### config.mk
export PLATFORM = sky130hd
export DESIGN_NAME = ber_tlv_stream_parser_flat
export DESIGN_NICKNAME = d
export VERILOG_FILES = /design/src/design/btsp_pkg.sv /design/src/design/btsp_in_if.sv /design/src/design/btsp_out_if.sv /design/src/design/ber_tlv_stream_parser.sv /design/src/flat_wrapper.sv
export SDC_FILE = /design/constraint.sdc
export NUM_CORES = 2
export LEC_CHECK = 0
export ABC_AREA = 1
export BUFFER_PORTS_ARGS = -buffer_cell sky130_fd_sc_hd__buf_2
export CORE_MARGIN = 2
export CORE_UTILIZATION = 40
export DETAILED_ROUTE_END_ITERATION = 8
export HOLD_SLACK_MARGIN = 0.05
export PLACE_DENSITY = 0.66
export SYNTH_ARGS = -nofsm -noshare
export SYNTH_HDL_FRONTEND = slang
export SYNTH_SLANG_ARGS = --single-unit
### constraint.sdc
create_clock -name clk_i -period 19.8 [get_ports clk_i]
set_input_delay 4.95 -clock clk_i [delete_from_list [all_inputs] [get_ports clk_i]]
set_output_delay 4.95 -clock clk_i [all_outputs]
set_load 0.03 [all_outputs]
### src/design/btsp_pkg.sv
package btsp_pkg;

  // Parse phase; the first five codes double as byte kinds
  typedef enum logic [2:0] {
    PH_TAG_FIRST = 3'd0,
    PH_TAG_MORE  = 3'd1,
    PH_LEN_FIRST = 3'd2,
    PH_LEN_MORE  = 3'd3,
    PH_VALUE     = 3'd4
  } btsp_phase_e;

  localparam logic [2:0] KIND_VALUE = 3'd4;
  localparam logic [2:0] KIND_EOC   = 3'd5;
  localparam logic [2:0] KIND_END   = 3'd6;

  localparam logic [2:0] ERR_NONE     = 3'd0;
  localparam logic [2:0] ERR_TRUNC    = 3'd1;
  localparam logic [2:0] ERR_TAG_LONG = 3'd2;
  localparam logic [2:0] ERR_LEN_LONG = 3'd3;
  localparam logic [2:0] ERR_OVERRUN  = 3'd4;
  localparam logic [2:0] ERR_OVERFLOW = 3'd5;

  localparam logic [4:0] LOW_TAG     = 5'h1F;
  localparam logic [7:0] INDEF_LEN   = 8'h80;
  localparam logic [31:0] LIMIT_RESET = 32'd1048576;

  localparam int          APB_ADDR_W     = 2;
  localparam logic [1:0]  ADDR_TOP_LIMIT = 2'd0;

  typedef struct packed {
    logic [2:0]  byte_kind;
    logic [4:0]  nesting_depth;
    logic [1:0]  tag_class;
    logic        is_constructed;
    logic [27:0] tag_number;
    logic [31:0] content_length;
    logic        is_indefinite;
    logic        header_complete;
    logic [4:0]  levels_closed;
    logic [2:0]  error_code;
  } btsp_result_t;

endpackage

### src/design/btsp_in_if.sv
interface btsp_in_if;
  logic       valid;
  logic       ready;
  logic [7:0] data_byte;
  logic       end_of_stream;

  modport source (output valid, data_byte, end_of_stream, input ready);
  modport sink (input valid, data_byte, end_of_stream, output ready);
endinterface

### src/design/btsp_out_if.sv
interface btsp_out_if;
  logic        valid;
  logic        ready;
  logic [2:0]  byte_kind;
  logic [4:0]  nesting_depth;
  logic [1:0]  tag_class;
  logic        is_constructed;
  logic [27:0] tag_number;
  logic [31:0] content_length;
  logic        is_indefinite;
  logic        header_complete;
  logic [4:0]  levels_closed;
  logic [2:0]  error_code;

  modport source (
    output valid, byte_kind, nesting_depth, tag_class, is_constructed, tag_number,
           content_length, is_indefinite, header_complete, levels_closed, error_code,
    input  ready
  );
  modport sink (
    input  valid, byte_kind, nesting_depth, tag_class, is_constructed, tag_number,
           content_length, is_indefinite, header_complete, levels_closed, error_code,
    output ready
  );
endinterface

### src/design/ber_tlv_stream_parser.sv
// BER TLV byte labeller.
// s_item_i carries one stream byte per item (data_byte) or an end-of-stream
// marker (end_of_stream). m_item_o returns exactly one label per item: byte
// kind, nesting depth, header fields decoded so far, levels closed by the byte
// and a sticky error code. Both channels use valid/ready; an item moves on a
// clock edge where both are high.
// An accepted item passes the input register, then the result register, on
// its way to m_item_o. Throughput: one item per cycle while m_item_o does not
// stall; the decode and the parallel compare of every open stack level
// against the byte position fit between the two registers, so nothing
// iterates.
// A stall on m_item_o holds the result register; the input register still
// takes one more item and then s_item_i.ready drops until the result leaves.
// The APB port holds top_limit (byte address 0), the largest size of one
// top-level element; write it only while the parser is idle.
// Reset (rst_ni low) empties both registers, returns the parser to the start
// of a tag and sets top_limit to 1048576. An end-of-stream item resets the
// parser in the same way but keeps top_limit.
module ber_tlv_stream_parser
  import btsp_pkg::*;
#(
  parameter int STACK_DEPTH    = 16,
  parameter int MAX_LEN_OCTETS = 4,
  parameter int MAX_TAG_GROUPS = 4
) (
  input  logic                  clk_i,
  input  logic                  rst_ni,
  btsp_in_if.sink               s_item_i,
  btsp_out_if.source            m_item_o,
  input  logic                  psel,
  input  logic                  penable,
  input  logic                  pwrite,
  input  logic [APB_ADDR_W-1:0] paddr,
  input  logic [31:0]           pwdata,
  output logic [31:0]           prdata,
  output logic                  pready
);

  localparam int SP_W  = $clog2(STACK_DEPTH + 1);
  localparam int IDX_W = (STACK_DEPTH > 1) ? $clog2(STACK_DEPTH) : 1;
  localparam int TG_W  = $clog2(MAX_TAG_GROUPS + 2);
  localparam int OL_W  = $clog2(MAX_LEN_OCTETS + 1);
  localparam int CL_W  = SP_W + 1;

  // configuration
  logic [31:0] top_limit_q;

  always_ff @(posedge clk_i or negedge rst_ni) begin
    if (!rst_ni) begin
      top_limit_q <= LIMIT_RESET;
    end else if (psel && penable && pwrite && paddr == ADDR_TOP_LIMIT) begin
      top_limit_q <= pwdata;
    end
  end

  assign pready = 1'b1;
  assign prdata = (paddr == ADDR_TOP_LIMIT) ? top_limit_q : 32'd0;

  // pipeline handshake
  logic         in_valid_q;
  logic [7:0]   in_byte_q;
  logic         in_eos_q;
  logic         out_valid_q;
  btsp_result_t out_q;
  btsp_result_t res;
  logic         advance;

  assign advance        = in_valid_q && (!out_valid_q || m_item_o.ready);
  assign s_item_i.ready = !in_valid_q || advance;

  always_ff @(posedge clk_i or negedge rst_ni) begin
    if (!rst_ni) begin
      in_valid_q  <= 1'b0;
      out_valid_q <= 1'b0;
    end else begin
      if (s_item_i.ready) begin
        in_valid_q <= s_item_i.valid;
      end
      if (advance) begin
        out_valid_q <= 1'b1;
      end else if (m_item_o.ready) begin
        out_valid_q <= 1'b0;
      end
    end
  end

  always_ff @(posedge clk_i) begin
    if (s_item_i.ready && s_item_i.valid) begin
      in_byte_q <= s_item_i.data_byte;
      in_eos_q  <= s_item_i.end_of_stream;
    end
    if (advance) begin
      out_q <= res;
    end
  end

  assign m_item_o.valid           = out_valid_q;
  assign m_item_o.byte_kind       = out_q.byte_kind;
  assign m_item_o.nesting_depth   = out_q.nesting_depth;
  assign m_item_o.tag_class       = out_q.tag_class;
  assign m_item_o.is_constructed  = out_q.is_constructed;
  assign m_item_o.tag_number      = out_q.tag_number;
  assign m_item_o.content_length  = out_q.content_length;
  assign m_item_o.is_indefinite   = out_q.is_indefinite;
  assign m_item_o.header_complete = out_q.header_complete;
  assign m_item_o.levels_closed   = out_q.levels_closed;
  assign m_item_o.error_code      = out_q.error_code;

  // parser state
  btsp_phase_e       phase_q, phase_d;
  logic [27:0]       tag_q, tag_d;
  logic [1:0]        cls_q, cls_d;
  logic              cons_q, cons_d;
  logic              indef_q, indef_d;
  logic [31:0]       len_q, len_d;
  logic [OL_W-1:0]   oct_q, oct_d;
  logic [31:0]       vleft_q, vleft_d;
  logic [31:0]       pos_q, pos_d;
  logic [SP_W-1:0]   sp_q, sp_d;
  logic [2:0]        err_q, err_d;
  logic [TG_W-1:0]   tgrp_q, tgrp_d;
  logic              eoc_q, eoc_d;

  // open levels, valid only below sp_q
  logic [31:0]       lvl_end_q   [STACK_DEPTH];
  logic              lvl_indef_q [STACK_DEPTH];
  logic              push;
  logic [IDX_W-1:0]  push_idx;
  logic [31:0]       push_end;

  always_ff @(posedge clk_i or negedge rst_ni) begin
    if (!rst_ni) begin
      phase_q <= PH_TAG_FIRST;
      tag_q   <= '0;
      cls_q   <= '0;
      cons_q  <= 1'b0;
      indef_q <= 1'b0;
      len_q   <= '0;
      oct_q   <= '0;
      vleft_q <= '0;
      pos_q   <= '0;
      sp_q    <= '0;
      err_q   <= ERR_NONE;
      tgrp_q  <= '0;
      eoc_q   <= 1'b0;
    end else if (advance) begin
      phase_q <= phase_d;
      tag_q   <= tag_d;
      cls_q   <= cls_d;
      cons_q  <= cons_d;
      indef_q <= indef_d;
      len_q   <= len_d;
      oct_q   <= oct_d;
      vleft_q <= vleft_d;
      pos_q   <= pos_d;
      sp_q    <= sp_d;
      err_q   <= err_d;
      tgrp_q  <= tgrp_d;
      eoc_q   <= eoc_d;
    end
  end

  always_ff @(posedge clk_i) begin
    if (advance && push) begin
      lvl_end_q[push_idx]   <= push_end;
      lvl_indef_q[push_idx] <= indef_d;
    end
  end

  logic [7:0]        b;
  logic [32:0]       pos_inc;
  logic [33:0]       end_ext;
  logic [34:0]       tag_sh;
  logic [39:0]       len_sh;
  logic [31:0]       vdec;
  logic [2:0]        kind;
  logic [2:0]        err;
  logic              hc;
  logic              done;
  logic              early_err;
  logic              top_indef;
  logic              carry;
  logic              run;
  logic [SP_W-1:0]   sp_mid;
  logic [SP_W-1:0]   pops;
  logic [CL_W-1:0]   closed;

  assign b        = in_byte_q;
  assign pos_inc  = {1'b0, pos_q} + 33'd1;
  assign push_idx = sp_q[IDX_W-1:0];
  assign push_end = end_ext[31:0];

  always_comb begin
    phase_d   = phase_q;
    tag_d     = tag_q;
    cls_d     = cls_q;
    cons_d    = cons_q;
    indef_d   = indef_q;
    len_d     = len_q;
    oct_d     = oct_q;
    vleft_d   = vleft_q;
    pos_d     = pos_q;
    sp_d      = sp_q;
    err_d     = err_q;
    tgrp_d    = tgrp_q;
    eoc_d     = eoc_q;
    kind      = phase_q;
    err       = ERR_NONE;
    hc        = 1'b0;
    done      = 1'b0;
    push      = 1'b0;
    sp_mid    = sp_q;
    pops      = '0;
    closed    = '0;
    end_ext   = '0;
    tag_sh    = {tag_q, b[6:0]};
    len_sh    = {len_q, b};
    vdec      = (vleft_q != 32'd0) ? vleft_q - 32'd1 : 32'd0;
    top_indef = (sp_q != '0) ? lvl_indef_q[IDX_W'(sp_q - SP_W'(1))] : 1'b0;
    carry     = 1'b1;
    run       = 1'b0;
    res       = '0;

    // byte at or past the end of an open definite level or the top limit
    early_err = pos_q >= top_limit_q;
    for (int i = 0; i < STACK_DEPTH; i++) begin
      if (sp_q > SP_W'(i) && !lvl_indef_q[i] && lvl_end_q[i] <= pos_q) begin
        early_err = 1'b1;
      end
    end

    if (in_eos_q) begin
      phase_d = PH_TAG_FIRST;
      tag_d   = '0;
      cls_d   = '0;
      cons_d  = 1'b0;
      indef_d = 1'b0;
      len_d   = '0;
      oct_d   = '0;
      vleft_d = '0;
      pos_d   = '0;
      sp_d    = '0;
      err_d   = ERR_NONE;
      tgrp_d  = '0;
      eoc_d   = 1'b0;
      res.byte_kind = KIND_END;
      if (err_q != ERR_NONE) begin
        res.error_code = err_q;
      end else if (phase_q != PH_TAG_FIRST || sp_q != '0) begin
        res.error_code = ERR_TRUNC;
      end else begin
        res.error_code = ERR_NONE;
      end
    end else if (err_q != ERR_NONE) begin
      res.byte_kind  = KIND_VALUE;
      res.error_code = err_q;
    end else begin
      if (early_err) begin
        err = ERR_OVERRUN;
      end else begin
        case (phase_q)
          PH_TAG_FIRST: begin
            cls_d   = b[7:6];
            cons_d  = b[5];
            indef_d = 1'b0;
            len_d   = '0;
            eoc_d   = (b == 8'd0);
            if (b[4:0] == LOW_TAG) begin
              tag_d   = '0;
              tgrp_d  = '0;
              phase_d = PH_TAG_MORE;
            end else begin
              tag_d   = {23'd0, b[4:0]};
              phase_d = PH_LEN_FIRST;
            end
          end
          PH_TAG_MORE: begin
            tgrp_d = tgrp_q + TG_W'(1);
            if (tgrp_q >= TG_W'(MAX_TAG_GROUPS)) begin
              err = ERR_TAG_LONG;
            end else begin
              tag_d = tag_sh[27:0];
              if (tag_sh[34:28] != 7'd0) begin
                err = ERR_TAG_LONG;
              end else if (!b[7]) begin
                phase_d = PH_LEN_FIRST;
              end
            end
          end
          PH_LEN_FIRST: begin
            if (eoc_q && b == 8'd0 && sp_q != '0 && top_indef) begin
              // end-of-contents closes the innermost indefinite level
              kind    = KIND_EOC;
              sp_mid  = sp_q - SP_W'(1);
              closed  = CL_W'(1);
              done    = 1'b1;
              phase_d = PH_TAG_FIRST;
            end else if (b == INDEF_LEN) begin
              if (!cons_q) begin
                err = ERR_LEN_LONG;
              end else begin
                indef_d = 1'b1;
                hc      = 1'b1;
              end
            end else if (b[7]) begin
              if (b[6:0] > 7'(MAX_LEN_OCTETS)) begin
                err = ERR_LEN_LONG;
              end else begin
                oct_d   = OL_W'(b[6:0]);
                len_d   = '0;
                phase_d = PH_LEN_MORE;
              end
            end else begin
              len_d = {24'd0, b};
              hc    = 1'b1;
            end
          end
          PH_LEN_MORE: begin
            len_d = len_sh[31:0];
            if (len_sh[39:32] != 8'd0) begin
              err = ERR_LEN_LONG;
            end else begin
              oct_d = oct_q - OL_W'(1);
              if (oct_q == OL_W'(1)) begin
                hc = 1'b1;
              end
            end
          end
          PH_VALUE: begin
            vleft_d = vdec;
            if (vdec == 32'd0) begin
              done    = 1'b1;
              phase_d = PH_TAG_FIRST;
            end
          end
          default: begin
            phase_d = PH_TAG_FIRST;
          end
        endcase
      end

      // header finished: check its end and open, close or start the value
      if (err == ERR_NONE && hc) begin
        phase_d = PH_TAG_FIRST;
        if (!indef_d) begin
          end_ext = {2'b00, pos_q} + 34'd1 + {2'b00, len_d};
          if (end_ext > {2'b00, top_limit_q}) begin
            err = ERR_OVERRUN;
          end
          for (int i = 0; i < STACK_DEPTH; i++) begin
            if (sp_q > SP_W'(i) && !lvl_indef_q[i] && end_ext > {2'b00, lvl_end_q[i]}) begin
              err = ERR_OVERRUN;
            end
          end
        end
        if (err == ERR_NONE) begin
          if (cons_d && (indef_d || len_d != 32'd0)) begin
            if (sp_q >= SP_W'(STACK_DEPTH)) begin
              err = ERR_OVERFLOW;
            end else begin
              push   = 1'b1;
              sp_mid = sp_q + SP_W'(1);
            end
          end else if (cons_d) begin
            closed = CL_W'(1);
            done   = 1'b1;
          end else if (len_d != 32'd0) begin
            vleft_d = len_d;
            phase_d = PH_VALUE;
          end else begin
            done = 1'b1;
          end
        end
      end

      if (err != ERR_NONE) begin
        err_d  = err;
        hc     = 1'b0;
        closed = '0;
        done   = 1'b0;
        push   = 1'b0;
      end

      // close every definite level, innermost first, that ends with this byte
      for (int i = STACK_DEPTH - 1; i >= 0; i--) begin
        if (sp_mid > SP_W'(i)) begin
          run   = carry && !lvl_indef_q[i] && ({1'b0, lvl_end_q[i]} == pos_inc);
          carry = run;
          if (run) begin
            pops = pops + SP_W'(1);
          end
        end
      end

      if (done) begin
        sp_d   = sp_mid - pops;
        closed = closed + CL_W'(pops);
      end else begin
        sp_d = sp_mid;
      end
      pos_d = (done && sp_d == '0) ? 32'd0 : pos_inc[31:0];

      res.byte_kind       = kind;
      res.nesting_depth   = 5'(sp_q);
      res.tag_class       = cls_d;
      res.is_constructed  = cons_d;
      res.tag_number      = tag_d;
      res.content_length  = len_d;
      res.is_indefinite   = indef_d;
      res.header_complete = hc;
      res.levels_closed   = 5'(closed);
      res.error_code      = err;
    end
  end

endmodule
### src/flat_wrapper.sv
// flat-port wrapper written by rule: the top's interface ports become plain ports
module ber_tlv_stream_parser_flat import btsp_pkg::*;
#(
  parameter int STACK_DEPTH    = 16,
  parameter int MAX_LEN_OCTETS = 4,
  parameter int MAX_TAG_GROUPS = 4
)
  (clk_i, rst_ni, psel, penable, pwrite, paddr, pwdata, prdata, pready, s_item_i_valid, s_item_i_data_byte, s_item_i_end_of_stream, s_item_i_ready, m_item_o_valid, m_item_o_byte_kind, m_item_o_nesting_depth, m_item_o_tag_class, m_item_o_is_constructed, m_item_o_tag_number, m_item_o_content_length, m_item_o_is_indefinite, m_item_o_header_complete, m_item_o_levels_closed, m_item_o_error_code, m_item_o_ready);
  btsp_in_if s_item_i_i ();
  btsp_out_if m_item_o_i ();
  input  logic clk_i;
  input  logic rst_ni;
  input  logic psel;
  input  logic penable;
  input  logic pwrite;
  input  logic [APB_ADDR_W-1:0] paddr;
  input  logic [31:0] pwdata;
  output logic [31:0] prdata;
  output logic pready;
  input wire logic [$bits(s_item_i_i.valid)-1:0] s_item_i_valid;
  input wire logic [$bits(s_item_i_i.data_byte)-1:0] s_item_i_data_byte;
  input wire logic [$bits(s_item_i_i.end_of_stream)-1:0] s_item_i_end_of_stream;
  output wire logic [$bits(s_item_i_i.ready)-1:0] s_item_i_ready;
  output wire logic [$bits(m_item_o_i.valid)-1:0] m_item_o_valid;
  output wire logic [$bits(m_item_o_i.byte_kind)-1:0] m_item_o_byte_kind;
  output wire logic [$bits(m_item_o_i.nesting_depth)-1:0] m_item_o_nesting_depth;
  output wire logic [$bits(m_item_o_i.tag_class)-1:0] m_item_o_tag_class;
  output wire logic [$bits(m_item_o_i.is_constructed)-1:0] m_item_o_is_constructed;
  output wire logic [$bits(m_item_o_i.tag_number)-1:0] m_item_o_tag_number;
  output wire logic [$bits(m_item_o_i.content_length)-1:0] m_item_o_content_length;
  output wire logic [$bits(m_item_o_i.is_indefinite)-1:0] m_item_o_is_indefinite;
  output wire logic [$bits(m_item_o_i.header_complete)-1:0] m_item_o_header_complete;
  output wire logic [$bits(m_item_o_i.levels_closed)-1:0] m_item_o_levels_closed;
  output wire logic [$bits(m_item_o_i.error_code)-1:0] m_item_o_error_code;
  input wire logic [$bits(m_item_o_i.ready)-1:0] m_item_o_ready;
  assign s_item_i_i.valid = s_item_i_valid;
  assign s_item_i_i.data_byte = s_item_i_data_byte;
  assign s_item_i_i.end_of_stream = s_item_i_end_of_stream;
  assign s_item_i_ready = s_item_i_i.ready;
  assign m_item_o_valid = m_item_o_i.valid;
  assign m_item_o_byte_kind = m_item_o_i.byte_kind;
  assign m_item_o_nesting_depth = m_item_o_i.nesting_depth;
  assign m_item_o_tag_class = m_item_o_i.tag_class;
  assign m_item_o_is_constructed = m_item_o_i.is_constructed;
  assign m_item_o_tag_number = m_item_o_i.tag_number;
  assign m_item_o_content_length = m_item_o_i.content_length;
  assign m_item_o_is_indefinite = m_item_o_i.is_indefinite;
  assign m_item_o_header_complete = m_item_o_i.header_complete;
  assign m_item_o_levels_closed = m_item_o_i.levels_closed;
  assign m_item_o_error_code = m_item_o_i.error_code;
  assign m_item_o_i.ready = m_item_o_ready;
  ber_tlv_stream_parser #(.STACK_DEPTH(STACK_DEPTH), .MAX_LEN_OCTETS(MAX_LEN_OCTETS), .MAX_TAG_GROUPS(MAX_TAG_GROUPS)) u_core (.clk_i(clk_i), .rst_ni(rst_ni), .s_item_i(s_item_i_i), .m_item_o(m_item_o_i), .psel(psel), .penable(penable), .pwrite(pwrite), .paddr(paddr), .pwdata(pwdata), .prdata(prdata), .pready(pready));
endmodule
==> impl_metrics.py <==
metrics = {
    "cells_and_area": {
        "design.final.nets": 10300,
        "layout_commonest_cell": "sky130_fd_sc_hd__nand2_1",
        "post_layout_nonfiller_instances": 11500,
        "fillers": 16500,
        "multiInputGateArea_um2": 41500,
        "layout-drive-gt1-share_pct": 11.1,
        "final_cell_mix": "sky130_fd_sc_hd__nand2_1 (1749), sky130_fd_sc_hd__ha_1 (1151), sky130_fd_sc_hd__inv_1 (1134)",
        "area.sequential_um2": 23100,
        "syn2layout_area_growth_pct": 15.2,
    },
    "die": {
        "initial_utilization_pct": 40.3,
        "chipHeight_um": 420,
        "fp.dieArea_um2": 176000,
        "core_area_um2": 172000,
        "fp.dieW_um": 420,
        "number_of_i_o_pins": 166,
        "placement_rows": 152,
    },
    "synth": {
        "synth.cell_area_um2": 69200,
        "post_synthesis_compound_gate_area_fraction_pct": 13.2,
        "yosys_most_used_dff": "sky130_fd_sc_hd__edfxtp_1",
        "synth-edff-count": 618,
        "syn_avg_cell_area_um2": 8.02,
        "yosys.area_share.xor_xnor_pct": 3.19,
        "synthesis.instances": 8632,
        "synth_warnings": 0,
        "synth_seq_area_share_pct": 33.3,
        "synth_nets": 9836,
        "area_fraction_in_and_or_nand_and_nor_cells_after_synthesis_pct": 21.7,
        "synth.area.mux_share_pct": 0,
        "synth_seq_cells": 798,
        "synth_cell_types": 79,
        "asyncSetResetFlopFracSynth_pct": 22.6,
        "post_synth_fa_ha_maj_area_fraction_pct": 20.9,
        "synth_top_family_by_area": "simple AND/OR/NAND/NOR gates",
    },
    "pwr": {
        "power.density_nw_per_um2": 169,
        "vdd_drop_max_mv": 0.202,
        "leakage_nw": 36.8,
    },
    "drt": {
        "wirelength_um": 315000,
        "detailedRoute.firstIterationViolations": 9739,
        "wl_met1_um": 126000,
        "post_drt_via_cell_ratio": 5.97,
        "highest_layer": "met5",
        "route.detailed.wl_per_inst_um": 27.4,
        "wl_met3_um": 41000,
        "detailedRoute.firstPassIterationCount": 7,
        "drt_drc_violations_left": 0,
        "route.antenna.remaining_nets": 0,
        "detailroute.wirelength.met2_um": 128000,
        "via_count": 68800,
    },
    "clocking": {
        "clkLatencyLatePin_ns": 0.79,
        "root_buffer_master": "sky130_fd_sc_hd__clkbuf_16",
        "cts_tree": "done",
        "numCtsBuffers": 98,
        "cts-htree-levels": 3,
        "tritoncts_num_sinks": 798,
        "max-clock-path-buffers": 3,
        "clk_pin_slew_ns": 0.06,
    },
    "timing": {
        "finalCritPeriodShare_pct": 94.9,
        "worst_path_setup_slack_after_routing_ns": 1.01,
        "finalClockSkew_ns": 0.0650,
        "final.hold.worst_slack_ns": 0.487,
        "hold_viol_final": 0,
        "finalCriticalPeriod_ns": 18.79,
        "final_max_slew_viol_count": 0,
        "final-setup-viol-count": 0,
        "worst_case_headroom_to_the_max_slew_limit_pct": 4.01,
        "fmax_mhz": 53.2,
        "worst_pin_slew_ns": 1.44,
    },
    "setup_path": {
        "worst_ep_arrival_time_ns": 19.46,
        "crit_path_end_kind": "register",
        "crit_required_ns": 20.47,
        "slowest_stage_cell_cp": "sky130_fd_sc_hd__dfrtp_2",
        "critical_path.most_common_cell": "sky130_fd_sc_hd__nand2_1",
        "cp-start-kind": "register",
        "path_max_fanout": 16,
        "timing.setup.critical_path_class": "register to register",
        "critPathMaxStageDelay_ns": 0.44,
    },
    "grt": {
        "gr-usage-all-layers_pct": 34.8,
        "gr-total-overflow": 0,
        "grt_pass1_vias": 62900,
        "grt_start_max_net_pins": 96,
        "antenna_violations_before_repair": 18,
        "grt_pass1_wl_um": 443000,
    },
    "place": {
        "numPortBuffers": 164,
        "place.gp.congestion": 1.08,
        "dp_cells": 11300,
        "dpl.hpwl_um": 241000,
        "dpl_worst_slack_ns": -0.0157,
    },
    "min_path": {
        "hold_path.class": "register to register",
    },
    "run_status": {
        "outcome": "complete, no violations",
    },
    "run": {
        "max-cap-violations": 0,
    },
}
[kinds of logic after synthesis]
logic type                 count (synthesis)
AOI/OAI and AO/OA                       1549
DFF                                      798
and+or+nand+nor                         3491
xor gates and xnor gates                 252
adders and majority gates               1154
buffers and inverters                   1387
other                                      1
[registers in the layout (all words and copies together), names as in the netlist, 5 cells and up]
register / flops
u_core.top_limit_q: 32
u_core.pos_q: 32
u_core.lvl_indef_q: 16
u_core.m_item_o.tag_number: 28
u_core.vleft_q: 32
u_core.lvl_end_q: 512
u_core.tag_q: 28
u_core.m_item_o.nesting_depth: 5
u_core.sp_q: 5
u_core.len_q: 32
u_core.m_item_o.levels_closed: 5
u_core.m_item_o.content_length: 32
u_core.b: 8
[cell type report]
| class | count | area share [%] |
|---|---|---|
| multi-input cells | 6448 | 52.1 |
| flip-flops and latches | 798 | 28.9 |
| inverters | 1214 | 5.82 |
| repair buffers | 562 | 5.22 |
| well taps | 2310 | 3.63 |
| clock buffers | 117 | 3.23 |
| clock inverters | 66 | 1.05 |
| diodes | 3 | 0.00942 |
[routing by layer]
layer  vias to the layer above  global-route usage, %
met2                      4436                   49.9
li1                      30800                      -
met5                         -                      0
met4                        16                   19.2
met3                      1011                   9.78
met1                     32500                   46.8
[critical path: cells and delay by family, from the launching register on]
family | cells | cell delay (ns)
AND/OR/NAND/NOR | 63 | 7.56
buffers and inverters | 23 | 2.86
adder cells (fa/ha/maj) | 15 | 4.39
flip-flops | 1 | 0.44
XOR/XNOR | 3 | 0.53
AO/OA/AOI/OAI | 14 | 2.76
[what timing repair did]
action,in CTS,in global routing
buffers inserted,0,48
pin swaps,0,17
cloned,0,1
hold buffers,0,0
setup endpoints to repair,32,40
gates resized for setup,1,69
[where the power goes]
| group | internal [W] | total, W | switching (W) |
|---|---|---|---|
| logic | 0.00280 | 0.00939 | 0.00659 |
| clock network | 0.00112 | 0.00197 | 0.000846 |
| registers | 0.00199 | 0.00208 | 0.0000837 |
| total | 0.00592 | 0.0134 | 0.00752 |
[path summary, 6_finish.rpt]
kind	from	to	slack, ns	depth (start not counted)
worst max-delay path	u_core.pos_q[31]$_DFFE_PN0P_	u_core.pos_q[1]$_DFFE_PN0P_	1.01	118
worst min-delay path	u_core.oct_q[1]$_DFFE_PN0P_	u_core.oct_q[1]$_DFFE_PN0P_	0.49	2
worst max register to register	u_core.pos_q[31]$_DFFE_PN0P_	u_core.pos_q[1]$_DFFE_PN0P_	1.01	118
worst min register to register	u_core.oct_q[1]$_DFFE_PN0P_	u_core.oct_q[1]$_DFFE_PN0P_	0.49	2
max in group asynchronous	rst_ni	u_core.pos_q[2]$_DFFE_PN0P_	14.26	2
min in group asynchronous	rst_ni	u_core.vleft_q[23]$_DFFE_PN0P_	4.15	1
[per-stage QoR]
stage	cell area, um^2	utilization (%)	TNS [ns]	power [W]
2_1_floorplan	69200	-	0	0.00708
3_3_place_gp	75500	44.0	-1.29	0.0108
3_5_place_dp	75500	44.0	-0.0469	0.0110
4_1_cts	78900	46.0	0	0.0130
5_1_grt	79700	46.4	-0.791	0.0142
6_report	79700	46.4	0	0.0134
[synth_stat cells (8+ instances only)]
| library cell | instances | area share [%] |
|---|---|---|
| sky130_fd_sc_hd__a21o_1 | 11 | 0.12 |
| sky130_fd_sc_hd__o2111ai_1 | 55 | 0.70 |
| sky130_fd_sc_hd__nor2_1 | 828 | 4.5 |
| sky130_fd_sc_hd__o21a_1 | 48 | 0.52 |
| sky130_fd_sc_hd__nand2_2 | 53 | 0.48 |
| sky130_fd_sc_hd__a211oi_1 | 25 | 0.27 |
| sky130_fd_sc_hd__o21ai_0 | 359 | 2.6 |
| sky130_fd_sc_hd__a31oi_1 | 11 | 0.099 |
| sky130_fd_sc_hd__o22ai_1 | 99 | 0.90 |
| sky130_fd_sc_hd__buf_2 | 35 | 0.25 |
| sky130_fd_sc_hd__xnor2_1 | 14 | 0.18 |
| sky130_fd_sc_hd__o211ai_1 | 115 | 1.2 |
| sky130_fd_sc_hd__o221ai_1 | 20 | 0.25 |
| sky130_fd_sc_hd__xor2_1 | 238 | 3.0 |
| sky130_fd_sc_hd__nor2_2 | 14 | 0.13 |
| sky130_fd_sc_hd__nand2_1 | 1756 | 9.5 |
| sky130_fd_sc_hd__a2111o_1 | 8 | 0.13 |
| sky130_fd_sc_hd__o21ai_1 | 26 | 0.19 |
| sky130_fd_sc_hd__nor3_1 | 127 | 0.92 |
| sky130_fd_sc_hd__a2111oi_0 | 21 | 0.27 |
| sky130_fd_sc_hd__nand3b_1 | 13 | 0.14 |
| sky130_fd_sc_hd__nor4_1 | 142 | 1.3 |
| sky130_fd_sc_hd__or2_2 | 24 | 0.22 |
| sky130_fd_sc_hd__edfxtp_1 | 618 | 27 |
| sky130_fd_sc_hd__nand3_1 | 311 | 2.2 |
| sky130_fd_sc_hd__ha_1 | 1152 | 21 |
| sky130_fd_sc_hd__and2_1 | 9 | 0.081 |
| sky130_fd_sc_hd__a221oi_1 | 14 | 0.18 |
| sky130_fd_sc_hd__nand4_1 | 164 | 1.5 |
| sky130_fd_sc_hd__dfrtp_1 | 179 | 6.5 |
| sky130_fd_sc_hd__buf_1 | 9 | 0.049 |
| sky130_fd_sc_hd__o21bai_1 | 36 | 0.39 |
| sky130_fd_sc_hd__clkbuf_1 | 115 | 0.62 |
| sky130_fd_sc_hd__a21oi_1 | 661 | 4.8 |
| sky130_fd_sc_hd__clkinv_1 | 24 | 0.13 |
| sky130_fd_sc_hd__inv_2 | 37 | 0.20 |
| sky130_fd_sc_hd__inv_1 | 1152 | 6.2 |
(Power assumes the default switching activity.)
